## config.mk

```make
export PLATFORM = sky130hd
export DESIGN_NAME = chkr_front
export DESIGN_NICKNAME = d
export VERILOG_FILES = /design/src/design/chkr_pkg.sv /design/src/design/chkr_front.sv
export SDC_FILE = /design/constraint.sdc
export NUM_CORES = 1
export LEC_CHECK = 0
export CORE_AREA = 2 2 190 192
export DETAILED_ROUTE_END_ITERATION = 8
export DIE_AREA = 0 0 192 194
export DONT_BUFFER_PORTS = 1
export GPL_ROUTABILITY_DRIVEN = 1
export PLACE_DENSITY_LB_ADDON = 0.15
export REMOVE_ABC_BUFFERS = 1
export SYNTH_ARGS = -nofsm -noshare
export SYNTH_HDL_FRONTEND = slang
export SYNTH_SLANG_ARGS = --single-unit
```

## constraint.sdc

```tcl
create_clock -name aclk -period 2 [get_ports aclk]
set_input_delay 0.2 -clock aclk [delete_from_list [all_inputs] [get_ports aclk]]
set_output_delay 0.2 -clock aclk [all_outputs]
set_load 0.005 [all_outputs]
```

## src/design/chkr_pkg.sv

```systemverilog
// ----------------------------------------------------------------------------
// chkr_pkg
// Types, widths and helpers shared by the keyframe resampler modules.
// ----------------------------------------------------------------------------
package chkr_pkg;

    // sample index stays below 2^26: (key + 1) * rate < 2^42
    localparam int IDX_W = 26;
    localparam int LIM_W = 43;
    localparam int RATE_W = 10;
    localparam logic [RATE_W-1:0] DEFAULT_RATE = 10'd30;
    localparam logic [18:0] T_MIN_MAG = 19'd262144;

    typedef struct packed {
        logic [31:0] key_time;
        logic [63:0] in_tangent_vec;
        logic [63:0] value_vec;
        logic [63:0] out_tangent_vec;
        logic        is_last_key;
    } in_item_t;

    typedef struct packed {
        logic [31:0] sample_time;
        logic [63:0] sample_vec;
        logic        last_of_run;
        logic        segment_truncated;
    } out_item_t;

    // queued key with what the front found out about it
    typedef struct packed {
        in_item_t    item;
        logic [31:0] prev_time;
        logic        seg;
    } cmd_t;

    typedef struct packed {
        logic full;
        logic empty;
    } q_status_t;

    function automatic logic signed [15:0] lane16(input logic [63:0] v, input logic [1:0] i);
        lane16 = v[{i, 4'b0000} +: 16];
    endfunction

endpackage

```

## src/design/chkr_front.sv

```systemverilog
// ----------------------------------------------------------------------------
// chkr_front
// Accepts keyframes and tags each one as opening a segment or not.
// ----------------------------------------------------------------------------
module chkr_front (
    input  logic              aclk,
    input  logic              aresetn,
    input  logic              s_valid,
    output logic              s_ready,
    input  chkr_pkg::in_item_t s_item,
    input  chkr_pkg::q_status_t q_status,
    output logic              push_valid,
    output chkr_pkg::cmd_t    push_cmd
);
    import chkr_pkg::*;

    logic [31:0] prev_time_reg;
    logic        have_prev_reg;

    assign s_ready    = !q_status.full;
    assign push_valid = s_valid && !q_status.full;

    always_comb begin
        push_cmd.item      = s_item;
        push_cmd.prev_time = prev_time_reg;
        push_cmd.seg       = have_prev_reg && (s_item.key_time > prev_time_reg);
    end

    always_ff @(posedge aclk) begin
        if (!aresetn) begin
            prev_time_reg <= '0;
            have_prev_reg <= 1'b0;
        end else if (push_valid) begin
            // last key restarts the channel
            prev_time_reg <= s_item.is_last_key ? 32'd0 : s_item.key_time;
            have_prev_reg <= !s_item.is_last_key;
        end
    end

endmodule

```

## Word level (Yosys, flattened, before mapping)

Index checks and enable logic that the tools add are counted.

| storage, ports and cells | value |
|---|---|
| memory bits (writable) | 0 |
| memories | 0 |
| latch bits | 0 |
| register bits after elaboration | 33 |
| output and inout port bits | 260 |
| memory bits (read-only) | 0 |

| operators by class | value |
|---|---|
| bitwise operators | 0 |
| div/mod/pow operators | 0 |
| order comparisons | 1 |
| mux-type cells | 1 |
| add/sub/neg operators | 0 |
| eq/ne operators | 0 |
| multiply operators | 0 |
| reductions and logical operators | 4 |
| shift-type cells | 0 |

Operators with widths:

| cell | number |
|---|---|
| 32-bit > comparator | 1 |
| 32-bit two-way mux | 1 |
| 1-bit logical AND | 2 |
| 1-bit logical NOT | 2 |

## Longest topological paths before layout

Gate-level depths: netlist (run 1).

| logic depth | value |
|---|---|
| word-level depth | 2 |
| mapped depth | 7 |
| gate-level depth less buffers | 7 |

## Worst setup path before layout (run 1)

No wires, ideal clock.

| timing | value |
|---|---|
| path kind | register -> output |
| start | reg prev_time_reg[14] |
| end | out push_cmd[0] (netlist bit) |
| setup slack | 234 ps |
| arrival time | 1566 ps |
| stages on the path, launching flop included | 8 |
| data required time | 1800 ps |
| cells stage by stage | dfxtp_1 -> inv_1 -> ha_1 -> a21oi_1 -> nand2_1 -> a221o_1 -> o311ai_1 -> a21oi_1 |

RTL lines:

| item | RTL line | text |
|---|---|---|
| start, declared | chkr_front.sv:17 | `logic [31:0] prev_time_reg;` |
| start signal, assigned | chkr_front.sv:35 | `prev_time_reg <= s_item.is_last_key ? 32'd0 : s_item.key_time;` |
| end, declared | chkr_front.sv:13 | `output chkr_pkg::cmd_t push_cmd` |

==> results of run 1 <==
[where the power goes]
group	internal, uW	leakage (uW)	total [uW]	switching (uW)
registers	680	0.000278	691	11.3
clock network	624	0.0000841	987	362
logic	166	0.000762	324	159
[per-stage QoR]
| stage | area [um2] | total power [uW] | hold slack (ps) | setup TNS [ps] | utilization [%] |
|---|---|---|---|---|---|
| after floorplan | 2087 | 853.0 | 333.4 | 0 | - |
| after global placement | 2999 | 970.6 | 345.8 | -56.20 | 8.514 |
| after detailed placement | 2999 | 971.7 | 347.0 | -61.52 | 8.514 |
| after CTS | 3410 | 2026 | 13.93 | -264.6 | 9.680 |
| after global routing | 3557 | 2103 | 30.76 | -402.5 | 10.10 |
| final | 3557 | 2002 | 35.75 | -268.9 | 10.10 |
[kinds of logic (layout without fill, tap and decap cells)]
kind of cell / after synthesis / after routing / synth area share, %
buffers and inverters: 271 / 89 / 48.77
and+or+nand+nor: 91 / 91 / 13.02
AOI/OAI and AO/OA: 57 / 57 / 10.47
DFF: 33 / 33 / 17.27
adders and majority gates: 32 / 32 / 10.47
[critical path, stage by stage (launching register included)]
cell	delay [ps]
dfxtp_2	320
inv_1	60
ha_4	270
nand4_1	170
buf_4	190
a2111oi_4	330
o311ai_2	150
a21oi_2	150
buf_4	120
[final cells by class]
cell class                      count  share of cell area (%)
Clock buffer                        7                   4.010
Clock inverter                      1                  0.8442
Inverter                           34                   3.588
Tap cell                          461                   16.22
Timing Repair Buffer               47                   10.27
Multi-Input combinational cell    180                   45.73
Sequential cell                    33                   19.35
[per-layer routing]
| metal | vias to the layer above | track usage [%] | share of wire (%) |
|---|---|---|---|
| met3 | 40 | 41.52 | 32 |
| met2 | 524 | 56.12 | 57 |
| met1 | 1094 | 6.151 | 8.4 |
| met5 | - | 3.050 | 0.24 |
| met4 | 4 | 5.881 | 2.2 |
| li1 | 978 | - | - |
[synth_stat cells]
cell	n
o311ai_1	1
or3_1	1
nand3b_1	31
o211ai_1	1
a21boi_1	12
a21o_1	3
nand4_1	7
dfxtp_1	33
nor3_1	1
a221o_1	2
buf_4	225
clkbuf_1	9
inv_1	33
o21ai_0	2
nand2_1	40
nor2_1	2
a21boi_0	20
a211oi_1	1
nor3_2	1
a21oi_1	13
nor4_1	1
nand3_1	6
inv_2	1
nor2b_1	1
buf_2	3
ha_1	32
a2111oi_0	1
o211a_1	1
[cells in the final DEF, fill, tap and decap left out, types with 2 or more instances in the layout]
| cell | netlist | routed |
|---|---|---|
| a21boi_0 | 20 | 20 |
| a21boi_1 | 12 | 12 |
| inv_1 | 33 | 28 |
| buf_4 | 225 | 46 |
| a21o_1 | 3 | 3 |
| dfxtp_2 | 0 | 22 |
| inv_2 | 1 | 6 |
| a21oi_1 | 13 | 7 |
| a21oi_2 | 0 | 6 |
| dfxtp_1 | 33 | 11 |
| a221o_1 | 2 | 2 |
| ha_4 | 0 | 20 |
| clkbuf_16 | 0 | 5 |
| ha_1 | 32 | 12 |
| nor2_1 | 2 | 2 |
| nand3b_1 | 31 | 31 |
| nand4_1 | 7 | 7 |
| nor3_2 | 1 | 2 |
| nand2_1 | 40 | 40 |
| nand3_1 | 6 | 6 |
[how the worst min path moves through the flow]
stage                 start                             end  slack [ps]  cells past startpoint
floorplan           aresetn      have_prev_reg$_SDFFE_PN0P_         330                      1
global placement    aresetn      have_prev_reg$_SDFFE_PN0P_         350                      1
detailed placement  aresetn      have_prev_reg$_SDFFE_PN0P_         350                      1
CTS                 aresetn      have_prev_reg$_SDFFE_PN0P_          10                      1
global route        aresetn      have_prev_reg$_SDFFE_PN0P_          30                      1
finish              aresetn  prev_time_reg[12]$_SDFFE_PN0P_          40                      1
[timing repair]
item                       CTS  global route
setup buffers                2             2
gates resized for setup     42            22
setup endpoints to repair    1             1
pin swaps                   16             7
cloned                       0             0
==> results.toml, run 1 <==
[die]
die_width_um = 192
std_cell_rows = 69
core_mm2 = 0.03522
die_h_um = 194
dieArea_mm2 = 0.03725
ios = 490
start_util_pct = 10.86

[finish]
drive_above_1_share_pct = 38.08
largest_reg_flops = 32
filler_cell_count = 4121
multi_input_area_mm2 = 0.001627
regArea_um2 = 688.2
n_antenna_cell = 0
nets = 563
syn_to_final_growth_pct = -7.000
instances_no_fill = 763

[timing]
hold_viol_final = 0
setup_viol = 1
layout_setup_ws_ps = -268.9
rsz0062_at_grt = "yes"
min_period_ps = 2269
tightest_slew_ps = 412.7
slew_headroom_pct = 72.45
maxSlewViolCount = 0
max_clock_freq_mhz = 440.7
fin_skew_ps = 0
period_share_pct = 113.4

[clock_network]
cts.clk_slew.worst_paths_ps = 60
root_buffer = "clkbuf_16"
numCtsBuffers = 5
clk_latency_ps = 300
cts_tree = "built"
clockBufferDepth = 2
cts_num_sinks = 33
ctsHtreeMaxLevel = 2
postCtsHoldBufs = 0

[yosys]
ys_seq_area_share_pct = 17.27
synth_warnings = 0
syn_avg_cell_area_um2 = 7.903
ys_ff_latch = 33
yosys-top-cells-area = "buf_4, dfxtp_1, ha_1"
syn-cell-area_mm2 = 0.003825
synthDistinctLibCells = 28
netlist_instances = 484
synth_top_area_share_pct = 44.16
synth_top_area_cell = "buf_4"

[worst_setup_path]
start_kind = "flop"
r2r_end = "prev_time_reg[3]$_SDFFE_PN0P_"
worstPathMaxFanout = 3
worstSetupPathType = "flop to primary output"
required_ps = 1800
crit_path_end = "push_cmd[0]"
arrival_ps = 2070
cp-end-kind = "primary output"
worstRegToRegCells = 3
reg2reg_slack_ps = 1220
reg2reg_from = "prev_time_reg[3]$_SDFFE_PN0P_"
cp-startpoint = "prev_time_reg[15]$_SDFFE_PN0P_"

[power_and_ir_drop]
ir_drop_mv = 0.2879
power_density_mw_per_mm2 = 562.9
p_leak_uw = 0.001124

[place]
dp.cells = 751
pre_cts_ws_ps = -61.52
port_buffers = 0
gp_congestion = 1.151
dpl.hpwl_um = 49880

[route]
drc = 0
postRouteAntennaNets = 0
vias = 2640
via_per_inst = 3.460
routed_wl_um = 52650
dr.first_iter.drc_count = 164
firstDrtPassIters = 4
routedWlPerCell_um = 69.01

[flow_run]
drv_cap = 0

[global_routing]
grt_pass1_vias = 2464
grt_max_degree = 35
grt_usage_pct = 27.57
grt-ovfl-total = 0
grt_pass1_wl_um = 58060
antenna_found_initial = 0

[run_status]
status = "complete, but fails checks"
violations = "negative setup slack"

[worst_hold_path]
hold_path.class = "input pin to flop"
Note: power is estimated with default switching activity, not from simulation.
==> inputs of run 2 (changes only) <==
CORE_AREA = 3 3 189 191   (was 2 2 190 192)
==> results.toml, run 2 (synthesis results as in run 1) <==
[global_routing]
grt_usage_pct = 28.35
grt_pass1_vias = 2535
grt-ovfl-total = 0
grt_pass1_wl_um = 60350
grt_max_degree = 35
antenna_found_initial = 0

[clock_network]
numCtsBuffers = 5
clk_latency_ps = 300
cts_num_sinks = 33
root_buffer = "clkbuf_16"
postCtsHoldBufs = 0
cts.clk_slew.worst_paths_ps = 60
clockBufferDepth = 2
ctsHtreeMaxLevel = 2
cts_tree = "built"

[place]
port_buffers = 0
gp_congestion = 1.113
dpl.hpwl_um = 51940
dp.cells = 753

[timing]
maxSlewViolCount = 0
setup_viol = 1
tightest_slew_ps = 354.4
max_clock_freq_mhz = 430.0
fin_skew_ps = 0
layout_setup_ws_ps = -325.8
slew_headroom_pct = 76.28
rsz0062_at_grt = "yes"
min_period_ps = 2326
period_share_pct = 116.3
hold_slack_ps = 51.28
hold_viol_final = 0

[finish]
instances_no_fill = 765
final_common_cell = "buf_4"
syn_to_final_growth_pct = -9.912
nets = 571
largest_reg_flops = 32
drive_above_1_share_pct = 32.69
final_cell_mix = "buf_4, nand2_1, nand3b_1, inv_1"

[worst_setup_path]
worstPathMaxFanout = 2
arrival_ps = 2130
required_ps = 1800
worstRegToRegCells = 4
crit_path_end = "push_cmd[0]"
reg2reg_from = "prev_time_reg[1]$_SDFFE_PN0P_"
start_kind = "flop"
cp-startpoint = "prev_time_reg[1]$_SDFFE_PN0P_"
worstSetupPathType = "flop to primary output"
r2r_end = "prev_time_reg[1]$_SDFFE_PN0P_"
cp-end-kind = "primary output"
reg2reg_slack_ps = 1200

[die]
die_h_um = 194
die_width_um = 192
std_cell_rows = 68
core_mm2 = 0.03429
ios = 490
dieArea_mm2 = 0.03725
start_util_pct = 11.16

[worst_hold_path]
hold_path.class = "input pin to flop"
worstHoldPathCells = 2

[route]
dr.first_iter.drc_count = 165
vias = 2731
routed_wl_um = 54670
drc = 0
via_per_inst = 3.570
postRouteAntennaNets = 0
firstDrtPassIters = 4
routedWlPerCell_um = 71.46

[power_and_ir_drop]
clock_power_share_pct = 48.5
p_int_uw = 1414
p_sw_share_pct = 27.15
power_density_mw_per_mm2 = 563.2
seq_power_share_pct = 35.6
combPwrFrac_pct = 15.9
p_leak_uw = 0.001132
p_switching_uw = 526.8
ir_drop_mv = 0.2536

[run_status]
violations = "negative setup slack"
status = "complete, but fails checks"

[flow_run]
drv_cap = 0
run 2: cell count changes in the layout (fill, tap and decap cells not counted), sizes merged:
| cell | previous run | this run |
|---|---|---|
| buf | 47 | 55 |
| diode | 0 | 1 |
| clkbuf | 7 | 5 |
| clkinv | 0 | 1 |
run 2: power by group through the flow:
stage	Combinational (uW)	Sequential [uW]	Clock, uW
2_1_floorplan	146	707	0
3_3_place_gp	275	703	0
3_5_place_dp	277	703	0
4_1_cts	310	690	973
5_1_grt	350	692	994
6_report	309	690	941
run 2: critical path, cell delays in order (launching register included):
cell       delay (ps)
dfxtp_2           330
inv_2              40
ha_4              250
nor2b_1           120
o211ai_1          150
a2111oi_4         440
o311ai_4          140
a21oi_4           230
buf_6             120
run 2: final cells by class:
class | instances | area (um2)
sequential | 33 | 674.4
clock buffer | 5 | 125.1
tap | 455 | 569.3
timing repair buffer | 55 | 416.7
inverter | 34 | 127.6
antenna | 1 | 2.502
fill | 3946 | 30840
multi-input combinational | 180 | 1495
clock inverter | 2 | 35.03
run 2: worst min-delay path by stage:
| stage | slack (ps) | to | from |
|---|---|---|---|
| floorplan | 330 | have_prev_reg$_SDFFE_PN0P_ | aresetn |
| global placement | 350 | have_prev_reg$_SDFFE_PN0P_ | aresetn |
| detailed placement | 360 | have_prev_reg$_SDFFE_PN0P_ | aresetn |
| CTS | 40 | have_prev_reg$_SDFFE_PN0P_ | aresetn |
| global route | 50 | prev_time_reg[20]$_SDFFE_PN0P_ | aresetn |
| finish | 50 | prev_time_reg[6]$_SDFFE_PN0P_ | s_item[199] |
run 2: what timing repair did:
item,CTS,global route
setup buffers,4,2
resized for setup,41,3
endpoints found under the setup margin,1,1
pin swaps,17,10
run 2: metal layers:
layer / share of wire (%) / vias up / track usage, %
met5: 0.48 / - / 4.907
met4: 3.3 / 6 / 6.476
met3: 31 / 50 / 41.58
met2: 57 / 533 / 57.69
met1: 8.7 / 1151 / 6.831
li1: - / 991 / -
run 2: metrics by stage:
stage	area, um2	TNS [ps]	power [uW]	util [%]	setup WS, ps
6_report	3446	-325.8	1941	10.05	-325.8
5_1_grt	3443	-395.4	2036	10.04	-395.4
4_1_cts	3423	-311.8	1973	9.984	-311.8
3_5_place_dp	3039	-253.8	979.6	8.864	-253.8
3_3_place_gp	3039	-179.7	977.8	8.864	-179.7
2_1_floorplan	2087	0	853.0	-	234.4
==> inputs of run 3 (changes only) <==
ABC_AREA = 1   (was default)
CORE_AREA = 2 2 189 191   (was 3 3 189 191)
DIE_AREA = 0 0 191 193   (was 0 0 192 194)
==> results.toml, run 3 <==
[clock_network]
clockBufferDepth = 2
numCtsBuffers = 5
clk_latency_ps = 320
cts_tree = "built"
root_buffer = "clkbuf_16"
cts.clk_slew.worst_paths_ps = 70
ctsHtreeMaxLevel = 2
cts_num_sinks = 33

[route]
firstDrtPassIters = 6
via_per_inst = 3.400
drc = 0
dr.first_iter.drc_count = 131
postRouteAntennaNets = 0
routedWlPerCell_um = 67.30
routed_wl_um = 53040
vias = 2679

[worst_setup_path]
start_kind = "flop"
worstRegToRegCells = 3
required_ps = 1800
worstPathMaxFanout = 3
worstSetupPathType = "flop to primary output"
arrival_ps = 1840
cp-end-kind = "primary output"

[finish]
nets = 588
final_common_cell = "nand2_1"
filler_cell_count = 4061
n_antenna_cell = 0
regArea_um2 = 704.4
largest_reg_flops = 32
drive_above_1_share_pct = 36.70
syn_to_final_growth_pct = -7.134
design_area_mm2 = 0.003518
instances_no_fill = 788
final_cell_mix = "nand2_1, a21oi_1, inv_1, dlygate4sd3_1, nand2_2"
multi_input_area_mm2 = 0.001518

[global_routing]
grt_pass1_vias = 2385
grt_usage_pct = 28.15
grt_max_degree = 35
grt_pass1_wl_um = 57550
antenna_found_initial = 0
grt-ovfl-total = 0

[die]
std_cell_rows = 69
ios = 490
die_width_um = 191
die_h_um = 193
start_util_pct = 10.84
dieArea_mm2 = 0.03686
core_mm2 = 0.03496

[place]
port_buffers = 0
placed_cell_area_mm2 = 0.002696
dp.cells = 749
gp_congestion = 1.135
dpl.hpwl_um = 49750

[run_status]
status = "complete, but fails checks"
violations = "negative setup slack"

[timing]
tightest_slew_ps = 777.4
period_share_pct = 102.1
maxSlewViolCount = 0
setup_viol = 1
rsz0062_at_grt = "yes"
min_period_ps = 2041
max_clock_freq_mhz = 489.8
setup_tns_ps = -41.50
layout_setup_ws_ps = -41.50
hold_viol_final = 0
fin_skew_ps = 0
slew_headroom_pct = 47.85

[power_and_ir_drop]
ir_drop_mv = 0.3217
p_leak_uw = 0.001136
power_density_mw_per_mm2 = 573.3

[yosys]
ys_ff_latch = 33
synth_edf_count = 0
synth_warnings = 0
synthMostInstantiatedCell = "buf_4"
synth_top_area_cell = "buf_4"
ys_seq_area_share_pct = 17.44
syn_avg_cell_area_um2 = 7.371
synth_common_cells = "buf_4, nand2_1, inv_1"
yosys-top-cells-area = "buf_4, dfxtp_1, ha_1"
syn-cell-area_mm2 = 0.003789
synth_ff_type = "dfxtp_1"
netlist_instances = 514
synth_top_area_share_pct = 44.58
synthDistinctLibCells = 22
ys_async_sr_fraction_pct = 0

[worst_hold_path]
hold_path.class = "input pin to flop"
worstHoldPathCells = 2

[flow_run]
drv_cap = 0
-- run 3: changes by cell type after synthesis, sizes merged, moves of 10 or more --
| cell | change |
|---|---|
| a21boi | -32 |
| a21oi | +35 |
| inv | +10 |
| nand2 | +64 |
| nand3b | -31 |
-- run 3: final timing paths --
check | from | endpoint | slack [ps]
worst min-delay path | s_item[220] | prev_time_reg[27]$_SDFFE_PN0P_ | 20
worst min register to register | prev_time_reg[27]$_SDFFE_PN0P_ | prev_time_reg[27]$_SDFFE_PN0P_ | 490
worst max-delay path | prev_time_reg[4]$_SDFFE_PN0P_ | push_cmd[0] | -40
worst max register to register | prev_time_reg[7]$_SDFFE_PN0P_ | prev_time_reg[7]$_SDFFE_PN0P_ | 1260
-- run 3: area by class of cell --
type / count / share of cell area [%]
multi-input cells: 203 / 43.14
flip-flops and latches: 33 / 20.02
well taps: 461 / 16.39
repair buffers: 39 / 11.27
inverters: 44 / 4.694
clock buffers: 7 / 4.339
clock inverters: 1 / 0.1422
-- run 3: critical path, cell delays in order, from the launching register on --
cell and delay, ps:
dfxtp_2 370, inv_2 60, ha_4 260, nand2_2 50, nor2_2 110, nand4_1 160
nor2_1 170, nand2_1 70, nand2_1 80, a21oi_2 40, buf_4 140
-- run 3: kinds of logic (layout without fill, tap and decap cells) --
logic type | count (synthesis) | count (layout) | synth area share (%)
compound gates | 53 | 53 | 8.190
buf+inv | 278 | 91 | 50.66
simple gates | 118 | 118 | 13.14
fa+ha+maj | 32 | 32 | 10.57
flops | 33 | 33 | 17.44
-- run 3: power breakdown --
part           leakage, uW  switching, uW  total [uW]  internal [uW]
logic             0.000775            191         358            167
registers         0.000281           21.3         696            675
clock network    0.0000799            431         963            531
-- run 3: per-layer routing --
layer,share of wire [%],GRT usage (%)
met1,10,7.744
met3,29,38.33
met4,6.7,16.37
met2,54,54.21
met5,0.51,5.305
-- run 3: per-stage QoR --
step                power (uW)  setup slack, ps  utilization (%)  hold slack, ps
global route              2120           -127.4            10.06           3.748
CTS                       2033           -109.6            9.290           1.001
detailed placement       951.4            131.6            7.712           343.8
floorplan                860.1            567.4                -           339.0
finish                    2017           -41.50            10.06           18.72
global placement         950.4            120.4            7.712           340.2
-- run 3: timing repair --
action                     in CTS  in global routing
resized for setup              34                 60
hold endpoints to repair       30                  0
hold buffers                   30                  0
buffers inserted                0                  1
setup endpoints to repair       1                  1
cloned                          0                  0
pin swaps                      12                 20
