## src/design/chkr_pkg.sv

```systemverilog
// ----------------------------------------------------------------------------
// chkr_pkg
// Types, widths and helpers shared by the keyframe resampler modules.
// ----------------------------------------------------------------------------
package chkr_pkg;

    // sample index stays below 2^26: (key + 1) * rate < 2^42
    localparam int IDX_W = 26;
    localparam int LIM_W = 43;
    localparam int RATE_W = 10;
    localparam logic [RATE_W-1:0] DEFAULT_RATE = 10'd30;
    localparam logic [18:0] T_MIN_MAG = 19'd262144;

    typedef struct packed {
        logic [31:0] key_time;
        logic [63:0] in_tangent_vec;
        logic [63:0] value_vec;
        logic [63:0] out_tangent_vec;
        logic        is_last_key;
    } in_item_t;

    typedef struct packed {
        logic [31:0] sample_time;
        logic [63:0] sample_vec;
        logic        last_of_run;
        logic        segment_truncated;
    } out_item_t;

    // queued key with what the front found out about it
    typedef struct packed {
        in_item_t    item;
        logic [31:0] prev_time;
        logic        seg;
    } cmd_t;

    typedef struct packed {
        logic full;
        logic empty;
    } q_status_t;

    function automatic logic signed [15:0] lane16(input logic [63:0] v, input logic [1:0] i);
        lane16 = v[{i, 4'b0000} +: 16];
    endfunction

endpackage

```

## src/design/chkr_queue.sv

```systemverilog
// ----------------------------------------------------------------------------
// chkr_queue
// Two-entry queue between the front and the back.
// ----------------------------------------------------------------------------
module chkr_queue (
    input  logic               aclk,
    input  logic               aresetn,
    input  logic               push,
    input  chkr_pkg::cmd_t     push_cmd,
    input  logic               pop,
    output chkr_pkg::cmd_t     head,
    output chkr_pkg::q_status_t status
);
    import chkr_pkg::*;

    cmd_t       data_reg [2];
    logic       wr_ptr_reg;
    logic       rd_ptr_reg;
    logic [1:0] count_reg;

    assign head         = data_reg[rd_ptr_reg];
    assign status.full  = (count_reg == 2'd2);
    assign status.empty = (count_reg == 2'd0);

    always_ff @(posedge aclk) begin
        if (push) begin
            data_reg[wr_ptr_reg] <= push_cmd;
        end
    end

    always_ff @(posedge aclk) begin
        if (!aresetn) begin
            wr_ptr_reg <= 1'b0;
            rd_ptr_reg <= 1'b0;
            count_reg  <= 2'd0;
        end else begin
            if (push) begin
                wr_ptr_reg <= !wr_ptr_reg;
            end
            if (pop) begin
                rd_ptr_reg <= !rd_ptr_reg;
            end
            case ({push, pop})
                2'b10:   count_reg <= count_reg + 2'd1;
                2'b01:   count_reg <= count_reg - 2'd1;
                default: count_reg <= count_reg;
            endcase
        end
    end

endmodule

```

## config.mk

```make
export PLATFORM = sky130hd
export DESIGN_NAME = chkr_queue
export DESIGN_NICKNAME = d
export VERILOG_FILES = /design/src/design/chkr_pkg.sv /design/src/design/chkr_queue.sv
export SDC_FILE = /design/constraint.sdc
export NUM_CORES = 1
export LEC_CHECK = 0
export BUFFER_PORTS_ARGS = -buffer_cell sky130_fd_sc_hd__buf_2
export CORE_ASPECT_RATIO = 0.6
export CORE_MARGIN = 2
export CORE_UTILIZATION = 27
export DETAILED_ROUTE_END_ITERATION = 6
export GPL_TIMING_DRIVEN = 1
export PLACE_DENSITY = 0.48
export SLEW_MARGIN = 20
export SYNTH_ARGS = -nofsm -noshare
export SYNTH_HDL_FRONTEND = slang
export SYNTH_SLANG_ARGS = --single-unit
```

## constraint.sdc

```tcl
create_clock -name aclk -period 22.7 [get_ports aclk]
set_input_delay 5.675 -clock aclk [delete_from_list [all_inputs] [get_ports aclk]]
set_output_delay 5.675 -clock aclk [all_outputs]
set_load 0.02 [all_outputs]
```

# Word-level counts from Yosys, hierarchy flattened
# Memories as Yosys holds them, arrays and structs flattened. A register that Yosys moved wholly into a read port is not among the register bits.
# Index checks and enable logic that the tools add are counted.
# Widths: inputs -> output; s select.
[word_totals]
latchBits = 0
out_inout_bits = 260
word_cells = 18
in_bits = 262
ram_bits = 516
regBits = 4
n_memories = 1
rom_bits = 0
[memory_table]
columns = ["memory", "depth", "width", "rd", "rd_ports_with_merged_regs", "wr", "line_no", "text"]
rows = [
  ["data_reg", 2, 258, 1, 1, 1, "chkr_queue.sv:16", "cmd_t data_reg [2];"],
]
[classes]
shift = 0
n_reduce_logical = 4
mul = 0
div = 0
n_mux = 5
bitwise_logic = 0
add_sub_neg = 2
n_lt_le_gt_ge = 0
eq_ne = 3
[op_table]
columns = ["operator", "count"]
rows = [
  ["$eq 2x2->1 const B", 2],
  ["$mux 1", 4],
  ["$pmux 2 s2", 1],
  ["$add 2x1->2 const B", 1],
  ["$eq 2x1->1 const B", 1],
  ["$logic_not 1->1", 2],
  ["$logic_not 2->1", 1],
  ["$reduce_bool 2->1", 1],
  ["$sub 2x1->2 const B", 1],
]

# Logic depth before layout (Yosys ltp)
# Gate-level depths: netlist of the first run.
[logic_depth]
depth_word = 3
mapped_depth = 5
depth_no_buf = 5

# Least setup slack after synthesis of the first run
# No wires, ideal clock.
[synth_timing]
path_kind = "in2reg"
from = "input push"
to = "register wr_ptr_reg"
path_buffers = 0
arrival_time_ps = 17388
required_ps = 22591
setup_slack_ps = 5203
cell_stages = 3
setup_ps = 109
cell_sequence = "inv_1 nor2_1 o21a_1"
[synth_lines]
columns = ["item", "line_no", "text"]
rows = [
  ["start, declared", "chkr_queue.sv:8", "input logic push,"],
  ["end signal, assigned", "chkr_queue.sv:38", "wr_ptr_reg <= !wr_ptr_reg;"],
  ["end, declared", "chkr_queue.sv:17", "logic wr_ptr_reg;"],
]

==> metrics, run 1 <==
number of different library cells in the post-synthesis netlist=18; destination of the worst hold path=count_reg[1]; instance count of the mapped netlist=slightly above 800; worst flop-to-flop path endpoint=data_reg[1][131]; length in cells of the worst reg-to-reg path=4; result of the run=finished clean; Post-CTS Setup Bufs=0; most instantiated flip-flop cell in the synthesis netlist=edfxtp_1; number of nets with antenna violations after detailed routing=0; overall fraction of global-route tracks in use=between 10% and 20%; number of flops mapped to enable cells by yosys=roughly 520; Resized Gates After CTS=0; synthesis-stage register bit count=521; fraction of the yosys area taken by sequential cells=79.2%; setup repair after global routing missed its margin=no; count of max-cap constraint violations=0; Die Footprint=roughly 75000 um2; library cell with the highest instance count after synthesis=edfxtp_1; classification of the worst setup path=reg2out; worst vdd rail ir drop=0.0478 mV; share of Yosys cell area claimed by the top area cell type=78.7%; total negative slack for setup checks=0 ns; synth warn=0; highest-delay cell along the critical path=dfxtp_4; Die H=around 210 um; transition time at the pin with the least slew margin=1.09 ns; fraction of final layout cells sized beyond drive strength 1=60.6%; part of the cycle the worst path needs=between 40% and 50%; clock transition at the register clock pins on the worst setup and hold paths after CTS=0.06 ns; count of input and output buffers=521; Power per Cell Area=a little under 90 nW/um2; cell family with most CP delay=buffers and inverters; wire length of the first global-routing pass=~60000 um; hold path cells=2; Worst Slack Setup Final=around 13 ns; initial antenna violation count=11; floorplan die width=approximately 350 um; TritonCTS clock tree=yes; level count of the clock H-tree=2; number of buffers inserted during clock tree synthesis=50; cell leakage power=~9.5 nW; launch instance of the worst register-to-register path=wr_ptr_reg; post-synthesis instance area=19700 um2; final critical-path required period=around 10 ns; DRC violations left=0; Commonest cells post-synth=516 x edfxtp_1, 201 x mux2_4, 57 x mux2_2; Avg Cell Area, Syn=around 24 um2; FF-to-FF setup slack=around 19 ns; CP most frequent cell=buf_4; share of synthesized flip-flops with an asynchronous set or reset=0%; number of nets in the finished design=1645; Max Buffers Root-to-Sink=3; class of the worst hold path=reg2reg; sink count of the clock tree=~520; flip-flop count of the largest register, all copies and words added=about 520; first-pass detailed-route iteration total=6; dominant cells by area after synthesis=edfxtp_1 79%, mux2_4 15%, mux2_2 3.3%; startpoint kind of the worst setup timing path=flip-flop; top achievable clock speed=between 0.1 and 0.15 GHz; clock latency reported for the late side of the worst-skew pair=approximately 0.58 ns; top-level I/O count=roughly 520; number of buffer and inverter instances along the worst setup path=3; final setup fails=0; critical hold path startpoint=count_reg[1]; pin count of the biggest net entering global routing=70; Hold Buf Count CTS=0; worst path arrival time=just over 4 ns; worst clock skew on the final layout=about 0.0094 ns; Syn Nets=approximately 1100; number of global-route vias before repair=between 10000 and 15000; root buffer selected by CTS=clkbuf_16; Floorplan Core Area=72000 um2; Std-Cell Rows=76; average detailed-routed wire length per instance=about 18 um; wire length reported by the detailed router=between 40000 and 50000 um; Iter 0 DRT Violations=approximately 530; final hold violations=0; DR vias=9608; final estimated routing congestion in global placement=around 0.75; cell breakdown of the critical path=buf_4 -> buf_4 -> mux2_4 -> buf_2; sum of overflow across all layers after global routing=0; Avg Vias per Cell=between 4 and 5; Area Overhead vs Synth=26.4%; worst stage delay on the critical path=1.03 ns; required time at the endpoint of the critical path=17.02 ns; setup slack at placement=about 13 ns; initial core utilization=~27%; worst max-slew margin expressed relative to the limit=between 20% and 30%; biggest fanout along the worst timing path=64; CP endpoint kind=output port; Synth area leader=edfxtp_1; Final Max Tran Viols=0; DP Wirelength=roughly 29000 um
[cell usage in the layout, fill, tap and decap left out]
cell,n
or3_1,1
bufinv_16,2
buf_16,1
mux2_4,201
clkbuf_1,16
o21ai_0,1
edfxtp_1,516
nor2b_1,1
xnor2_1,2
ha_1,1
dfxtp_4,1
clkinv_1,10
a21boi_1,1
and2_4,1
o21a_1,1
and2b_2,1
clkinv_2,9
mux2_2,57
clkinvlp_4,1
buf_2,521
nor2_4,1
inv_1,1
buf_4,12
dfxtp_1,4
xor2_1,1
and2_1,3
diode_2,4
clkbuf_16,53
nor2_1,1
[area by class of cell]
cell class	count	area [um2]
diodes	4	10.0
repair buffers	534	2730
fillers	6913	47100
flip-flops and latches	521	15600
multi-input cells	274	3780
well taps	975	1220
inverters	1	3.75
clock inverters	22	150
clock buffers	69	1390
[worst min-delay path, stage by stage (launching register included)]
cell and delay (ns):
dfxtp_1 0.33, o21ai_0 0.07, a21boi_1 0.06
[power by group]
group          total, mW  switching (mW)  leakage [nW]  internal (mW)
clock network      0.792           0.344         0.751          0.448
logic              0.278           0.156          3.90          0.122
registers           1.13          0.0158          4.88           1.11
[through the flow]
stage | instances | instance area [um2] | hold WS (ns) | power (mW) | util [%]
floorplan | 825 | 19700 | 0.466 | 1.35 | -
global placement | 2304 | 23300 | 0.479 | 1.43 | 32.4
detailed placement | 2305 | 23300 | 0.498 | 1.43 | 32.4
CTS | 2396 | 24900 | 0.509 | 2.24 | 34.5
global route | 2397 | 24900 | 0.558 | 2.29 | 34.5
finish | 2400 | 24900 | 0.501 | 2.20 | 34.6
[worst max path at each step]
| stage | cells after the start | endpoint | slack (ns) |
|---|---|---|---|
| 2_1_floorplan | 3 | wr_ptr_reg | 5.20 |
| 3_3_place_gp | 6 | data_reg[0][175] | 13.05 |
| 3_5_place_dp | 4 | head[209] | 13.40 |
| 4_1_cts | 4 | head[98] | 12.76 |
| 5_1_grt | 4 | head[171] | 12.64 |
| 6_report | 4 | head[98] | 12.90 |
[kinds of logic (layout without fill, tap and decap cells)]
group           after synthesis  after routing  synth area share, %
flops                       521            521                 79.2
mux                         258            258                 18.6
buf+inv                      30            626                 1.58
simple gates                  9              9                0.273
compound gates                3              3                0.102
xor+xnor                      3              3                0.134
fa+ha+maj                     1              1               0.0636
other cells                   0              4                    0
[metal layers]
layer	share of wire, %	track usage [%]	vias to the layer above	wire length [um]
li1	-	-	4416	-
met2	47	17.4	298	20400
met4	2.0	3.12	16	877
met1	42	13.5	4803	18200
met3	7.9	4.34	75	3410
met5	0.22	0	-	96
Note: power is estimated with default switching activity, not from simulation.
==> run 2, diff against run 1 <==
==> constraint.sdc (replaced) <==
create_clock -name aclk -period 10 [get_ports aclk]
set_input_delay 2.5 -clock aclk [delete_from_list [all_inputs] [get_ports aclk]]
set_output_delay 2.5 -clock aclk [all_outputs]
set_load 0.02 [all_outputs]
==> metrics, run 2 (same netlist as run 1, synthesis figures left out) <==
result of the run=finished clean; instance count on the critical path=3; count of input and output buffers=about 520; count of max-cap constraint violations=0; number of buffer and inverter instances along the worst setup path=2; post-route design area=between 20000 and 25000 um2; biggest fanout along the worst timing path=roughly 110; total negative slack for setup checks=0 ns; Max Buffers Root-to-Sink=3; pin count of the biggest net entering global routing=between 100 and 150; TritonCTS clock tree=yes; clock transition at the register clock pins on the worst setup and hold paths after CTS=roughly 0.06 ns; most frequent cells in the layout=521 x buf_2, 516 x edfxtp_1, 201 x mux2_4; Resized Gates After CTS=0; hold path cells=2; CP endpoint kind=output port; wire length reported by the detailed router=about 43000 um; level count of the clock H-tree=2; sink count of the clock tree=roughly 520; worst clock skew on the final layout=approximately 0.012 ns; startpoint kind of the worst setup timing path=flip-flop; number of buffers inserted during clock tree synthesis=51; worst stage delay on the critical path=approximately 0.88 ns; final hold violations=0; required time at the endpoint of the critical path=7.50 ns; Final Max Tran Viols=0; Die Footprint=75100 um2; Hold Buf Count CTS=0; number of global-route vias before repair=roughly 10000; most common library cell in the layout ignoring fill and taps=buf_2; initial core utilization=~27%; cell leakage power=9.53 nW; length in cells of the worst reg-to-reg path=2; number of standard cells in the final layout excluding fillers=between 2000 and 2500; part of the cycle the worst path needs=a little over half; Post-CTS Setup Bufs=0; worst path arrival time=about 2.9 ns; top achievable clock speed=approximately 0.18 GHz; flip-flop count of the largest register, all copies and words added=between 500 and 600; top-level I/O count=between 500 and 600; clock latency reported for the late side of the worst-skew pair=0.58 ns; floorplan die width=353 um; dpl cells=2299; root buffer selected by CTS=clkbuf_16; final critical-path required period=about 5.4 ns; highest-delay cell along the critical path=dfxtp_4; Die H=213 um; class of the worst hold path=reg2reg; wire length of the first global-routing pass=around 63000 um; DP Wirelength=~28000 um; Floorplan Core Area=72000 um2; classification of the worst setup path=reg2out; number of nets in the finished design=1640; first-pass detailed-route iteration total=6; worst vdd rail ir drop=about 0.11 mV; final-layout worst hold slack=0.532 ns; number of nets with antenna violations after detailed routing=0; placed standard-cell area=roughly 23000 um2; Iter 0 DRT Violations=just over 500; final setup fails=0; Power per Cell Area=202 nW/um2; Avg Vias per Cell=between 3 and 4; worst max-slew margin expressed relative to the limit=31.3%; fraction of final layout cells sized beyond drive strength 1=around 61%; sum of overflow across all layers after global routing=0; setup repair after global routing missed its margin=no; Std-Cell Rows=76; cell family with most CP delay=flip-flops; Fillers=~6900; DR vias=9482; initial antenna violation count=8; Area Overhead vs Synth=26.5%; average detailed-routed wire length per instance=18.2 um; cell breakdown of the critical path=buf_12 -> mux2_4 -> buf_2; overall fraction of global-route tracks in use=11.1%; DRC violations left=0; final estimated routing congestion in global placement=about 0.73; transition time at the pin with the least slew margin=~1.0 ns; final core area utilization=around 35%
==> run 2: power by group <==
part           leakage (nW)  total, mW  switching, mW  internal, mW
logic                  3.87      0.633          0.355         0.278
registers              4.88       2.56         0.0337          2.53
clock network         0.773       1.85          0.803          1.04
==> run 2: path summary, 6_finish.rpt <==
path	endpoint	startpoint	slack [ns]
max	head[173]	flip-flop	4.57
min	count_reg[1]	count_reg[1]	0.53
max reg2reg	data_reg[1][99]	wr_ptr_reg	7.45
min reg2reg	count_reg[1]	count_reg[1]	0.53
==> run 2: area by class of cell <==
cell class	instances	area [um2]	share of cell area, %
flip-flops and latches	521	15600	62.6
multi-input cells	274	3780	15.2
repair buffers	528	2710	10.9
clock buffers	63	1360	5.48
well taps	975	1220	4.90
clock inverters	29	219	0.879
diodes	2	5.00	0.0201
inverters	1	3.75	0.0151
==> run 2: routing by layer <==
layer / routed length (um) / track usage, % / vias to the layer above / share of wire [%]
met5: 71 / 0 / - / 0.16
met4: 855 / 3.24 / 12 / 2.0
met3: 3400 / 4.38 / 73 / 7.8
met2: 20700 / 17.8 / 293 / 48
met1: 18400 / 13.8 / 4696 / 42
li1: - / - / 4408 / -
==> run 2: per-stage QoR <==
stage / setup slack (ns) / total power, mW
after floorplan: 0.265 / 3.05
after global placement: 5.10 / 3.25
after detailed placement: 5.10 / 3.26
after CTS: 4.51 / 5.14
after global routing: 4.44 / 5.27
final: 4.57 / 5.04
==> run 2: worst reg2reg max path, delay by kind of cell, from the launching register on <==
family / cells / cell delay (ns)
buffers and inverters: 1 / 0.93
AND/OR/NAND/NOR: 1 / 0.73
flip-flops: 1 / 0.38
==> run 3, diff against run 2 <==
--- a/config.mk
+++ b/config.mk
@@ -5,13 +5,14 @@
 export SDC_FILE = /design/constraint.sdc
 export NUM_CORES = 1
 export LEC_CHECK = 0
+export ABC_AREA = 1
 export BUFFER_PORTS_ARGS = -buffer_cell sky130_fd_sc_hd__buf_2
 export CORE_ASPECT_RATIO = 0.6
 export CORE_MARGIN = 2
 export CORE_UTILIZATION = 27
 export DETAILED_ROUTE_END_ITERATION = 6
 export GPL_TIMING_DRIVEN = 1
-export PLACE_DENSITY = 0.48
+export PLACE_DENSITY = 0.49
 export SLEW_MARGIN = 20
 export SYNTH_ARGS = -nofsm -noshare
 export SYNTH_HDL_FRONTEND = slang
==> constraint.sdc (replaced) <==
create_clock -name aclk -period 4.5 [get_ports aclk]
set_input_delay 1.125 -clock aclk [delete_from_list [all_inputs] [get_ports aclk]]
set_output_delay 1.125 -clock aclk [all_outputs]
set_load 0.02 [all_outputs]
==> metrics, run 3 <==
result of the run=finished clean; synthesis-stage register bit count=~520; sink count of the clock tree=521; Worst Slack Setup Final=between 0.9 and 1 ns; instance count of the mapped netlist=838; Avg Vias per Cell=4.03; clock transition at the register clock pins on the worst setup and hold paths after CTS=about 0.060 ns; Die Footprint=between 70000 and 80000 um2; Max Buffers Root-to-Sink=3; Post-CTS Setup Bufs=0; count of input and output buffers=521; final estimated routing congestion in global placement=~0.78; FF-to-FF setup slack=around 2.5 ns; wire length of the first global-routing pass=between 60000 and 70000 um; level count of the clock H-tree=2; DR vias=about 9800; register area=roughly 16000 um2; classification of the worst setup path=reg2out; final core area utilization=between 30% and 40%; synth warn=0; startpoint kind of the worst setup timing path=flip-flop; Power per Cell Area=450 nW/um2; sum of overflow across all layers after global routing=0; overall fraction of global-route tracks in use=a little under an eighth; Resized Gates After CTS=0; cell leakage power=roughly 10 nW; most frequent cells in the layout=521 x buf_2, 516 x edfxtp_1, 201 x mux2_4; fraction of final layout cells sized beyond drive strength 1=roughly three fifths; dominant cells by area after synthesis=edfxtp_1 79%, mux2_4 15%, mux2_2 3.3%; Area Overhead vs Synth=28.9%; DP Wirelength=~32000 um; top-level I/O count=522; Std-Cell Rows=76; floorplan die width=between 300 and 400 um; wire length on met2=20600 um; part of the cycle the worst path needs=78.4%; final setup fails=0; root buffer selected by CTS=clkbuf_16; post-synthesis instance area=slightly below 20000 um2; fraction of the yosys area taken by sequential cells=between 70% and 80%; number of different library cells in the post-synthesis netlist=14; met1 wire length=20200 um; flip-flop count of the largest register, all copies and words added=between 500 and 600; worst vdd rail ir drop=around 0.26 mV; share of Yosys cell area claimed by the top area cell type=between 70% and 80%; hold path cells=2; length in cells of the worst reg-to-reg path=4; worst path arrival time=2.40 ns; final critical-path required period=~3.5 ns; average detailed-routed wire length per instance=18.6 um; CP endpoint kind=output port; Synth area leader=edfxtp_1; class of the worst hold path=reg2reg; Avg Cell Area, Syn=around 24 um2; number of flops mapped to enable cells by yosys=about 520; most instantiated flip-flop cell in the synthesis netlist=edfxtp_1; setup repair after global routing missed its margin=no; Fillers=6870; number of standard cells in the final layout excluding fillers=2433; initial core utilization=between 20% and 30%; share of synthesized flip-flops with an asynchronous set or reset=0%; end of the critical path=head[183]; Floorplan Core Area=between 70000 and 80000 um2; wire length reported by the detailed router=~45000 um; worst max-slew margin expressed relative to the limit=between 50% and 60%; number of nets with antenna violations after detailed routing=0; worst clock skew on the final layout=roughly 0.014 ns; number of buffers inserted during clock tree synthesis=50; total power=11.4 mW; initial antenna violation count=9; most common library cell in the layout ignoring fill and taps=buf_2; first-pass detailed-route iteration total=4; Iter 0 DRT Violations=~530; Syn Nets=approximately 1100; area of combinational cells with multiple inputs=about 3800 um2; DRC violations left=0; transition time at the pin with the least slew margin=between 0.6 and 0.7 ns; Commonest cells post-synth=516 x edfxtp_1, 201 x mux2_4, 57 x mux2_2; final-layout worst hold slack=0.516 ns; library cell with the highest instance count after synthesis=edfxtp_1; biggest fanout along the worst timing path=64; number of nets in the finished design=between 1500 and 2000; setup slack at placement=~1.5 ns; top achievable clock speed=around 0.28 GHz; TritonCTS clock tree=yes; Die H=about 210 um; dpl cells=between 2000 and 2500; count of max-cap constraint violations=0; required time at the endpoint of the critical path=between 3 and 4 ns; detailed-routed wire length on met3=between 3000 and 4000 um; number of global-route vias before repair=about 10000; worst flop-to-flop path endpoint=data_reg[1][181]; pin count of the biggest net entering global routing=86; clock latency reported for the late side of the worst-skew pair=0.59 ns; launch instance of the worst register-to-register path=wr_ptr_reg; Hold Buf Count CTS=0; Final Max Tran Viols=0; top routing layer used=met5; final hold violations=0
## run 3: per-layer routing
layer | global-route usage [%] | up-vias
met5 | 0 | -
met4 | 3.33 | 8
met3 | 4.19 | 68
met2 | 17.7 | 317
met1 | 15.1 | 4933
li1 | - | 4490
## run 3: area by class of cell
type / count / area share (%)
flip-flops and latches: 521 / 61.5
multi-input cells: 282 / 14.9
repair buffers: 554 / 11.8
clock buffers: 64 / 5.55
well taps: 975 / 4.81
clock inverters: 27 / 1.29
inverters: 6 / 0.153
diodes: 4 / 0.0394
## run 3: logic make-up after synthesis
kind of cell / Yosys count / share of synthesized area [%]
mux: 258 / 18.6
compound gates: 2 / 0.0508
fa+ha+maj: 1 / 0.0635
buf+inv: 35 / 1.72
simple gates: 21 / 0.413
flops: 521 / 79.2
## run 3: critical path: stages (launching register included)
cell and delay, ns:
dfxtp_4 0.67, buf_12 0.40, mux2_4 0.37, buf_2 0.16
## run 3: through the flow
stage / setup TNS [ns] / cell area [um2]
after detailed placement: 0 / 23600
final: 0 / 25400
after floorplan: -461.13 / 19700
after global routing: 0 / 25400
after CTS: 0 / 25400
after global placement: 0 / 23600
## run 3: report_power, final
group          internal, mW  leakage (nW)  switching [mW]
Clock                  2.65         0.850            1.76
Combinational         0.565          4.07           0.734
Sequential             5.62          4.89          0.0713
Total                  8.84          9.81            2.57
## run 3: worst min path at each step
stage	startpoint	to	slack (ns)
after floorplan	rd_ptr_reg	flip-flop	0.46
after global placement	rd_ptr_reg	rd_ptr_reg	0.48
after detailed placement	rd_ptr_reg	flip-flop	0.49
after CTS	rd_ptr_reg	flip-flop	0.52
after global routing	rd_ptr_reg	flip-flop	0.57
final	rd_ptr_reg	flip-flop	0.52
